## src/csc_pkg.sv

```systemverilog
package csc_pkg;

    // Longest query the cell row can hold; one cell per query byte.
    localparam int QUERY_MAX = 32;
    localparam int LEN_W     = $clog2(QUERY_MAX + 1);
    localparam int IDX_W     = 5;
    localparam int COUNT_W   = 32;

    localparam logic [COUNT_W-1:0] COUNT_MAX = {COUNT_W{1'b1}};

    // Item kinds carried in the low bits of the input tuser.
    localparam logic [1:0] MODE_LOAD = 2'd0;
    localparam logic [1:0] MODE_TEXT = 2'd1;
    localparam logic [1:0] MODE_END  = 2'd2;

    // Broadcast from the top level to every cell.
    typedef struct packed {
        logic       step;
        logic       clear;
        logic [7:0] byte_val;
    } cell_ctl_t;

    // Handed from the match stage to the count stage, one per accepted load, text or end beat.
    typedef struct packed {
        logic valid;
        logic match;
        logic finish;
        logic clear;
    } cnt_evt_t;

    function automatic logic [7:0] fold_byte(input logic [7:0] b);
        logic [7:0] c;
        c = b;
        if (b >= 8'h41 && b <= 8'h5a) begin
            c = b + 8'h20;
        end
        return c;
    endfunction

endpackage

```

## src/csc_cell.sv

```systemverilog
module csc_cell import csc_pkg::*; (
    input  logic      aclk,
    input  logic      aresetn,
    input  cell_ctl_t ctl_i,
    input  logic      wr_en_i,
    input  logic      is_last_i,
    input  logic      prev_hit_i,
    output logic      hit_o,
    output logic      tail_o
);

    logic [7:0] q_reg;
    logic       hit_reg;
    logic       hit_next;

    // This cell's hit means the query prefix ending at this cell matched the
    // text ending at the newest byte.
    assign hit_next = prev_hit_i & (q_reg == ctl_i.byte_val);
    assign tail_o   = hit_next & is_last_i;
    assign hit_o    = hit_reg;

    always_ff @(posedge aclk) begin
        if (wr_en_i) begin
            q_reg <= ctl_i.byte_val;
        end
    end

    always_ff @(posedge aclk) begin
        if (!aresetn) begin
            hit_reg <= 1'b0;
        end else if (ctl_i.clear) begin
            hit_reg <= 1'b0;
        end else if (ctl_i.step) begin
            hit_reg <= hit_next;
        end
    end

endmodule

```

## src/csc_counter.sv

```systemverilog
module csc_counter import csc_pkg::*; (
    input  logic               aclk,
    input  logic               aresetn,
    input  cnt_evt_t           evt_i,
    output logic               evt_ready_o,
    output logic               m_tvalid,
    input  logic               m_tready,
    output logic [COUNT_W-1:0] m_tdata,
    output logic [0:0]         m_tuser
);

    cnt_evt_t           evt_reg;
    logic [COUNT_W-1:0] count_reg;
    logic [COUNT_W-1:0] count_upd;
    logic [COUNT_W-1:0] out_count_reg;
    logic               out_valid_reg;
    logic               stall;

    // Only an end of text can be held up, and only by a result not yet taken.
    assign stall       = evt_reg.valid & evt_reg.finish & out_valid_reg & ~m_tready;
    assign evt_ready_o = ~stall;

    always_comb begin
        count_upd = count_reg;
        if (evt_reg.match && count_reg != COUNT_MAX) begin
            count_upd = count_reg + COUNT_W'(1);
        end
    end

    always_ff @(posedge aclk) begin
        if (!aresetn) begin
            evt_reg       <= '0;
            count_reg     <= '0;
            out_valid_reg <= 1'b0;
        end else if (!stall) begin
            evt_reg <= evt_i;
            if (m_tready) begin
                out_valid_reg <= 1'b0;
            end
            if (evt_reg.valid) begin
                if (evt_reg.finish) begin
                    out_valid_reg <= 1'b1;
                    count_reg     <= '0;
                end else if (evt_reg.clear) begin
                    count_reg <= '0;
                end else begin
                    count_reg <= count_upd;
                end
            end
        end
    end

    always_ff @(posedge aclk) begin
        if (!stall && evt_reg.valid && evt_reg.finish) begin
            out_count_reg <= count_upd;
        end
    end

    assign m_tvalid   = out_valid_reg;
    assign m_tdata    = out_count_reg;
    assign m_tuser[0] = |out_count_reg;

endmodule

```

## src/caseless_substring_counter.sv

```systemverilog
// Counts non-overlapping, case-insensitive occurrences of a query in a byte
// stream. Load the query first with load beats (one byte each, tlast on the
// last one); then stream the text one byte per beat and mark its last byte with
// tlast, or send an end beat for an empty text. Each end of text yields one
// result beat with the saturating count and a found flag; the closing beat is
// registered as an event, then as the result. One beat is taken every cycle
// while s_tready is high: every query byte sits in its own cell of a row, and
// all cells compare the new text byte in the same cycle, so the match for a
// byte is known before the next one arrives. s_tready falls only while a
// result waits on m_tready and a second end of text is already behind it.
module caseless_substring_counter import csc_pkg::*; (
    input  logic        aclk,
    input  logic        aresetn,
    input  logic        s_tvalid,
    output logic        s_tready,
    // query_index[4:0], byte_value[12:5], zero[15:13]
    input  logic [15:0] s_tdata,
    // mode[1:0]
    input  logic [1:0]  s_tuser,
    // final_flag
    input  logic        s_tlast,
    output logic        m_tvalid,
    input  logic        m_tready,
    // match_count[31:0]
    output logic [31:0] m_tdata,
    // found[0]
    output logic [0:0]  m_tuser
);

    logic [1:0]           in_mode;
    logic [IDX_W-1:0]     in_idx;
    logic [7:0]           in_byte;
    logic                 accept;
    logic                 idx_ok;
    logic                 is_load;
    logic                 is_text;
    logic                 is_end;
    logic                 text_end;
    logic                 match;
    cell_ctl_t            ctl;
    cnt_evt_t             evt;
    logic [QUERY_MAX-1:0] wr_en;
    logic [QUERY_MAX-1:0] last_vec;
    logic [QUERY_MAX-1:0] prev_hit;
    logic [QUERY_MAX-1:0] hit;
    logic [QUERY_MAX-1:0] tail;
    logic [LEN_W-1:0]     query_len_reg;
    logic [LEN_W-1:0]     since_reg;
    logic [LEN_W-1:0]     since_inc;

    assign in_mode = s_tuser;
    assign in_idx  = s_tdata[4:0];
    assign in_byte = fold_byte(s_tdata[12:5]);
    assign accept  = s_tvalid & s_tready;
    assign idx_ok  = int'(in_idx) < QUERY_MAX;

    always_comb begin
        is_load = 1'b0;
        is_text = 1'b0;
        is_end  = 1'b0;
        case (in_mode)
            MODE_LOAD: is_load = accept & idx_ok;
            MODE_TEXT: is_text = accept;
            MODE_END:  is_end  = accept;
            default:   ;
        endcase
    end

    assign text_end     = is_text & s_tlast;
    assign ctl.step     = is_text;
    assign ctl.clear    = is_load | is_end | text_end;
    assign ctl.byte_val = in_byte;

    for (genvar j = 0; j < QUERY_MAX; j++) begin : g_cell
        assign wr_en[j]    = is_load && (int'(in_idx) == j);
        assign last_vec[j] = (query_len_reg == LEN_W'(j + 1));
        if (j == 0) begin : g_head
            assign prev_hit[j] = 1'b1;
        end else begin : g_link
            assign prev_hit[j] = hit[j-1];
        end
        csc_cell u_cell (
            .aclk       (aclk),
            .aresetn    (aresetn),
            .ctl_i      (ctl),
            .wr_en_i    (wr_en[j]),
            .is_last_i  (last_vec[j]),
            .prev_hit_i (prev_hit[j]),
            .hit_o      (hit[j]),
            .tail_o     (tail[j])
        );
    end

    // A match counts only if it starts at or after the end of the previous one.
    assign since_inc = (since_reg < LEN_W'(QUERY_MAX)) ? since_reg + LEN_W'(1) : since_reg;
    assign match     = is_text & (|tail) & (since_inc >= query_len_reg);

    always_ff @(posedge aclk) begin
        if (!aresetn) begin
            query_len_reg <= '0;
            since_reg     <= '0;
        end else begin
            if (is_load) begin
                query_len_reg <= s_tlast ? LEN_W'(in_idx) + LEN_W'(1) : '0;
            end
            if (ctl.clear || match) begin
                since_reg <= '0;
            end else if (is_text) begin
                since_reg <= since_inc;
            end
        end
    end

    assign evt.valid  = is_load | is_text | is_end;
    assign evt.match  = match;
    assign evt.finish = is_end | text_end;
    assign evt.clear  = is_load;

    csc_counter u_counter (
        .aclk        (aclk),
        .aresetn     (aresetn),
        .evt_i       (evt),
        .evt_ready_o (s_tready),
        .m_tvalid    (m_tvalid),
        .m_tready    (m_tready),
        .m_tdata     (m_tdata),
        .m_tuser     (m_tuser)
    );

endmodule

```

## config.mk

```make
export PLATFORM = sky130hd
export DESIGN_NAME = caseless_substring_counter
export DESIGN_NICKNAME = d
export VERILOG_FILES = /design/src/csc_pkg.sv /design/src/csc_cell.sv /design/src/csc_counter.sv /design/src/caseless_substring_counter.sv
export SDC_FILE = /design/constraint.sdc
export NUM_CORES = 1
export LEC_CHECK = 0
export BUFFER_PORTS_ARGS = -buffer_cell sky130_fd_sc_hd__buf_2
export CORE_ASPECT_RATIO = 0.7
export CORE_MARGIN = 2
export CORE_UTILIZATION = 58
export DETAILED_ROUTE_END_ITERATION = 8
export GPL_TIMING_DRIVEN = 0
export PLACE_DENSITY = 0.86
export SLEW_MARGIN = 20
export SYNTH_ARGS = -nofsm -noshare
export SYNTH_HDL_FRONTEND = slang
export SYNTH_SLANG_ARGS = --single-unit
```

## constraint.sdc

```tcl
create_clock -name aclk -period 6.8 [get_ports aclk]
set_input_delay 0 -clock aclk [delete_from_list [all_inputs] [get_ports aclk]]
set_output_delay 0 -clock aclk [all_outputs]
set_load 0.1 [all_outputs]
```

Word level (Yosys, flattened, before mapping) --
Cells that the tools add are included.
Cells by class: multiplexer cells 12, bitwise gates (word level) 78, add/subtract/negate cells 4, magnitude comparators 4, equality and inequality tests 98, reductions and logical operators 45
Operators by type and width (number):
- == test 8 bit | 32
- == test 6 x 5 -> 1 bit, second input constant | 16
- 2-to-1 mux 32 bit | 3
- == test 5 bit, second input constant | 16
- AND 1 bit | 70
- OR reduction 32 bit | 2
- == test 6 x 4 -> 1 bit, second input constant | 8
- == test 5 x 4 -> 1 bit, second input constant | 8
- logical AND 1 bit | 36
- adder 32 x 1 -> 32 bit, second input constant | 1
- != test 32 bit, second input constant | 1
- == test 6 x 3 -> 1 bit, second input constant | 4
- == test 5 x 3 -> 1 bit, second input constant | 4
- == test 6 x 2 -> 1 bit, second input constant | 2
- 2-to-1 mux 6 bit | 2
- == test 5 x 2 -> 1 bit, second input constant | 2
- adder 8 x 6 -> 8 bit, second input constant | 1
- greater-or-equal comparator 8 x 7 -> 1 bit, second input constant | 1
- <= comparator 8 x 7 -> 1 bit, second input constant | 1
- 2-to-1 mux 8 bit | 1
- adder 5 x 1 -> 6 bit, second input constant | 1
- adder 6 x 1 -> 6 bit, second input constant | 1
- == test 6 x 1 -> 1 bit, second input constant | 1
- == test 6 bit, second input constant | 1
- other kinds (14) | 26
Word-level totals: word-level logic and storage cells 313, bits in registers 368, output and inout port bits 35, input port bits 23

Longest topological paths before layout --
depth after elaboration 11, gate-level depth with buffers 13, mapped depth without buffers 11

Modules after synthesis --
A second synthesis with hierarchy kept.
Unflattened totals: cell total of the unflattened synthesis 1384, area, all modules 17157.7 um^2
Modules (own cells, without submodules):
- csc_cell | cells each 25, sequential area each 260.2 um^2, area each 376.6 um^2, times used 32
- csc_counter | cells each 351, sequential area each 1701.6 um^2, area each 3619.7 um^2, times used 1
- caseless_substring_counter | cells each 233, sequential area each 240.2 um^2, area each 1486.4 um^2, times used 1

Worst setup path after synthesis --
No wires, ideal clock.
path type flip-flop to flip-flop, start register u_counter.out_valid_reg, in the netlist u_counter.m_tvalid, end register g_cell[0].u_cell.q_reg[0] (enable), library setup time 370 ps, arrival time 3204 ps, buffers on the path 2, setup slack 3225 ps, period minus slack after synthesis 3575 ps, cell stages (with the launch flop) 10, path through dfxtp_1 -> nand2b_1 -> nor2_1 -> inv_1 -> nand2_1 -> or3_1 -> clkbuf_1 -> or3_1 -> clkbuf_1 -> nor2_1
On the way: cells in the longest elaborated chain, start to end 6
RTL lines:
- start: declaration | RTL line csc_counter.sv:16 | logic out_valid_reg;
- start signal: assignment | RTL line csc_counter.sv:34 | out_valid_reg <= 1'b0;
- start signal: assignment | RTL line csc_counter.sv:38 | out_valid_reg <= 1'b0;
- start signal: assignment | RTL line csc_counter.sv:42 | out_valid_reg <= 1'b1;
- AND 1 bit (2 in series) | RTL line csc_counter.sv:20 | assign stall = evt_reg.valid & evt_reg.finish & out_valid_reg & ~m_tready;
- NOT 1 bit | RTL line csc_counter.sv:21 | assign evt_ready_o = ~stall;
- named net s_tready | RTL line caseless_substring_counter.sv:15 | output logic s_tready,
- AND 1 bit | RTL line caseless_substring_counter.sv:54 | assign accept = s_tvalid & s_tready;
- 2-to-1 mux 1 bit | RTL line caseless_substring_counter.sv:61 | case (in_mode)
- logical AND 1 bit | RTL line caseless_substring_counter.sv:75 | assign wr_en[j] = is_load && (int'(in_idx) == j);
- named net g_cell[0].u_cell.wr_en_i | RTL line csc_cell.sv:5 | input logic wr_en_i,
- end signal: assignment | RTL line csc_cell.sv:24 | q_reg <= ctl_i.byte_val;
- end: declaration | RTL line csc_cell.sv:12 | logic [7:0] q_reg;
The timed path passes the listed nets, and every way through them passes these cells. A chain may end at the register's enable or synchronous reset.

Worst setup path after layout --
start input s_tdata[5], end register since_reg[5]
On the way: cells in the longest elaborated chain, start to end 11
RTL lines:
- start: declaration | RTL line caseless_substring_counter.sv:17 | input logic [15:0] s_tdata,
- greater-or-equal comparator 8 x 7 -> 1 bit / <= comparator 8 x 7 -> 1 bit (equally long branches) | RTL line csc_pkg.sv:34 | if (b >= 8'h41 && b <= 8'h5a) begin
- logical AND 1 bit | RTL line csc_pkg.sv:34
- 2-to-1 mux 8 bit * | RTL line csc_pkg.sv:34
- == test 8 bit | RTL line csc_cell.sv:18 | assign hit_next = prev_hit_i & (q_reg == ctl_i.byte_val);
- AND 1 bit | RTL line csc_cell.sv:18
- AND 1 bit | RTL line csc_cell.sv:19 | assign tail_o = hit_next & is_last_i;
- OR reduction 32 bit * | RTL line caseless_substring_counter.sv:96 | assign match = is_text & (|tail) & (since_inc >= query_len_reg);
- AND 1 bit * (2 in series) | RTL line caseless_substring_counter.sv:96
- logical OR 1 bit * | RTL line caseless_substring_counter.sv:106 | if (ctl.clear || match) begin
- OR reduction 2 bit (no line) *
- end signal: assignment | RTL line caseless_substring_counter.sv:109 | since_reg <= since_inc;
- end: declaration | RTL line caseless_substring_counter.sv:48 | logic [LEN_W-1:0] since_reg;
Every way passes the cells marked *; elsewhere a longest branch is shown, timed or not.

==> out/summary.txt <==
status: completed
syn nets: 1511
chip width: 211 um
max reg flops: 256
Final period util: 59.7%
Synth Area in Adders: 1.08%
Post-CTS Hold Buffers: 13
xor/xnor share of the synthesized area: 13.1%
Period minus WS final: 4.06 ns
vias in the first global route: 12177
commonest cells after routing, fill and taps aside: 288 x edfxtp_1, 129 x xor2_1, 126 x xnor2_1
CTS buffer count: 36
starting density of the core: 58.5%
RSZ-0062 raised after global routing: false
Synth Area in Compound Gates: 9.66%
post-DP HPWL: 35.2 mm
Yosys reg bits: 368
number of remaining DRC errors: 0
RR Startpoint: u_counter.evt_reg[3]$_SDFFE_PN0N_
count of pins over their slew limit: 0
Rows: 53
PwrDens: 246 mW/mm^2
Reg2Reg Setup Slack: 3.15 ns
register area: 0.0102 sq mm
non-filler instance count after layout: 1989
CP max FO: 33
Static Leak: 6.54 nW
cell area after synthesis: 0.0175 sq mm
initial antenna violation count: 1
CTS clock-pin slew for the worst setup and hold paths: 0.06 ns
CP Class: input port to flip-flop
Post-CTS Resized: 0
CTS sink count: 368
global-route wire length before repair: 75.8 mm
routed wire length: 51.9 mm
combined area of the multi-input logic cells: 0.00675 sq mm
Placed Cells: 1909
Max Freq: 0.246 GHz
Hold EP: g_cell[4].u_cell.q_reg[2]$_DFFE_PP_
area post-placement: 0.0182 sq mm
Async SR Flop Fraction: 0%
R2R cell count: 7
max_cap viols: 0
drt wl/cell: 26.1 um
Slew @ Worst Pin: 1.21 ns
final setup fails: 0
DRT antenna net count: 0
Critical Path Source Type: input port
total track usage: 33.1%
Clock Skews: 0.0240 ns
Starting DRT DRC Count: 2078
CTS H-tree lvls: 2
share of cells above drive strength 1: 10.3%
Vias/cell: 6.55
reg-to-reg critical path endpoint: g_cell[29].u_cell.q_reg[5]$_DFFE_PP_
synthesized area per cell: 11.8 sq um
mux cell area share after synthesis: 0.244%
Synth Area in Simple Gates: 14.5%
Crit. End Element: flip-flop
Worst Hold Depth: 1
Crit path required time: 7.18 ns
Min-Delay Path Class: input port to flip-flop
YS warnings: 0
number of synthesized flops with an enable pin: 288
post-synthesis sequential area ratio: 58.7%
WP data arrival: 4.44 ns
CTS tree: built
commonest non-fill, non-tap cell in the layout: edfxtp_1
I/O pins: 58
GP Congestion: 0.993
Yosys cell types: 82
Final Hold Viols: 0
setup bufs post-CTS: 0
HP Start: s_tdata[7]
GR Overflow Total: 0
worst-skew pair later-pin latency: 0.55 ns
DR vias: 13033
total die area: 0.0315 sq mm
Fillers: 2191
top_reg_cell synth: edfxtp_1
Rel. slew slack: 19.6%
Post-Syn Instances: 1473
Syn-to-layout area delta: 11.9%
Die Y: 149 um
IO Port Bufs: 49
main combinational cell family by area after synthesis: simple AND/OR/NAND/NOR gates
post-route cell area: 0.0195 sq mm
maximum number of pins on one net before global-route repair: 42
nets@finish: 1613
CTS max path bufs: 3
maximum vdd drop: 0.000200 V
core region area: 0.0298 sq mm
root buffer cell: clkbuf_16
Setup TNS: 0 ns
First-pass DRT Iterations: 6
==> metal layers <==
metal  routed length (um)  vias up  global-route usage, %
li1                     -     5644                      -
met2                21700      933                   46.7
met4                 1150        0                   9.37
met3                 7600      107                   10.9
met5                    0        -                      0
met1                21400     6349                   48.8
==> how the worst max path moves through the flow <==
stage                                          end                       startpoint  cells after the start
4_1_cts                  since_reg[5]$_SDFFE_PP0P_                       s_tdata[5]                     12
3_3_place_gp             since_reg[5]$_SDFFE_PP0P_                       s_tdata[5]                     12
2_1_floorplan  g_cell[0].u_cell.q_reg[0]$_DFFE_PP_  u_counter.m_tvalid$_SDFFE_PN0N_                      9
5_1_grt                  since_reg[5]$_SDFFE_PP0P_                       s_tdata[5]                     12
3_5_place_dp             since_reg[5]$_SDFFE_PP0P_                       s_tdata[5]                     12
6_report                 since_reg[5]$_SDFFE_PP0P_                       s_tdata[5]                     12
==> layout make-up <==
type | count | share of cell area [%]
Tap cell | 385 | 2.47
Clock buffer | 47 | 5.04
Multi-Input combinational cell | 1005 | 34.5
Antenna cell | 1 | 0.0128
Timing Repair Buffer | 64 | 2.10
Inverter | 26 | 0.500
Clock inverter | 19 | 0.935
Sequential cell | 368 | 52.5
Buffer | 74 | 1.92
==> synthesized netlist by cell type, types with 7 or more instances <==
library cell  number  area share (%)
buf_2             17            0.49
o21ai_0           39             1.1
a32o_1             7            0.40
a2111oi_0          9            0.45
xnor2_1          126             6.3
nand3_1           63             1.8
edfxtp_1         288              50
ha_1              15             1.1
buf_4              8            0.34
nand2_1          103             2.2
and2_1            12            0.43
nor2b_1           24            0.86
nand4_1           26            0.93
inv_1             25            0.54
o2111ai_1          8            0.40
nor2_1           113             2.4
a21oi_1           56             1.6
xor2_1           129             6.5
o211ai_1           7            0.30
dfxtp_1           80             9.2
nor3_1            23            0.66
a21boi_0          11            0.47
a22oi_1           10            0.43
and3_1            21            0.75
or4_1              9            0.39
nand2b_1           8            0.29
clkbuf_1          37            0.80
o22ai_1           12            0.43
nor4_1            55             2.0
==> cell families after synthesis <==
kind of cell | Yosys count
compound gates | 232
xor+xnor | 258
fa+ha+maj | 15
buf+inv | 100
flops | 368
mux | 4
simple gates | 496
==> report_power, final <==
part / total, mW / switching, mW / internal (mW)
Combinational: 0.357 / 0.255 / 0.101
Sequential: 2.44 / 0.00629 / 2.43
Clock: 2.02 / 0.871 / 1.15
Total: 4.81 / 1.13 / 3.68
==> critical path, stage by stage <==
cell and delay, ns:
buf_2 0.67, buf_4 0.38, buf_2 0.50, buf_2 0.53, xor2_1 0.12, nor4_1 0.30, nand3_1 0.12, nor4_1 0.91
a22oi_1 0.23, and4b_1 0.27, o2111ai_2 0.18, o32ai_1 0.19
==> stage by stage <==
| step | utilization (%) | total power, mW | hold WS (ns) | setup slack, ns |
|---|---|---|---|---|
| final | 65.4 | 4.81 | 0.121 | 2.74 |
| after global routing | 65.4 | 4.92 | 0.127 | 2.69 |
| after CTS | 65.4 | 4.81 | 0.0872 | 2.95 |
| after detailed placement | 61.1 | 2.82 | 0.300 | 2.44 |
| after global placement | 60.9 | 2.82 | 0.289 | 2.40 |
| after floorplan | - | 2.69 | 0.0989 | 3.23 |
Note: power is estimated with default switching activity, not from simulation.
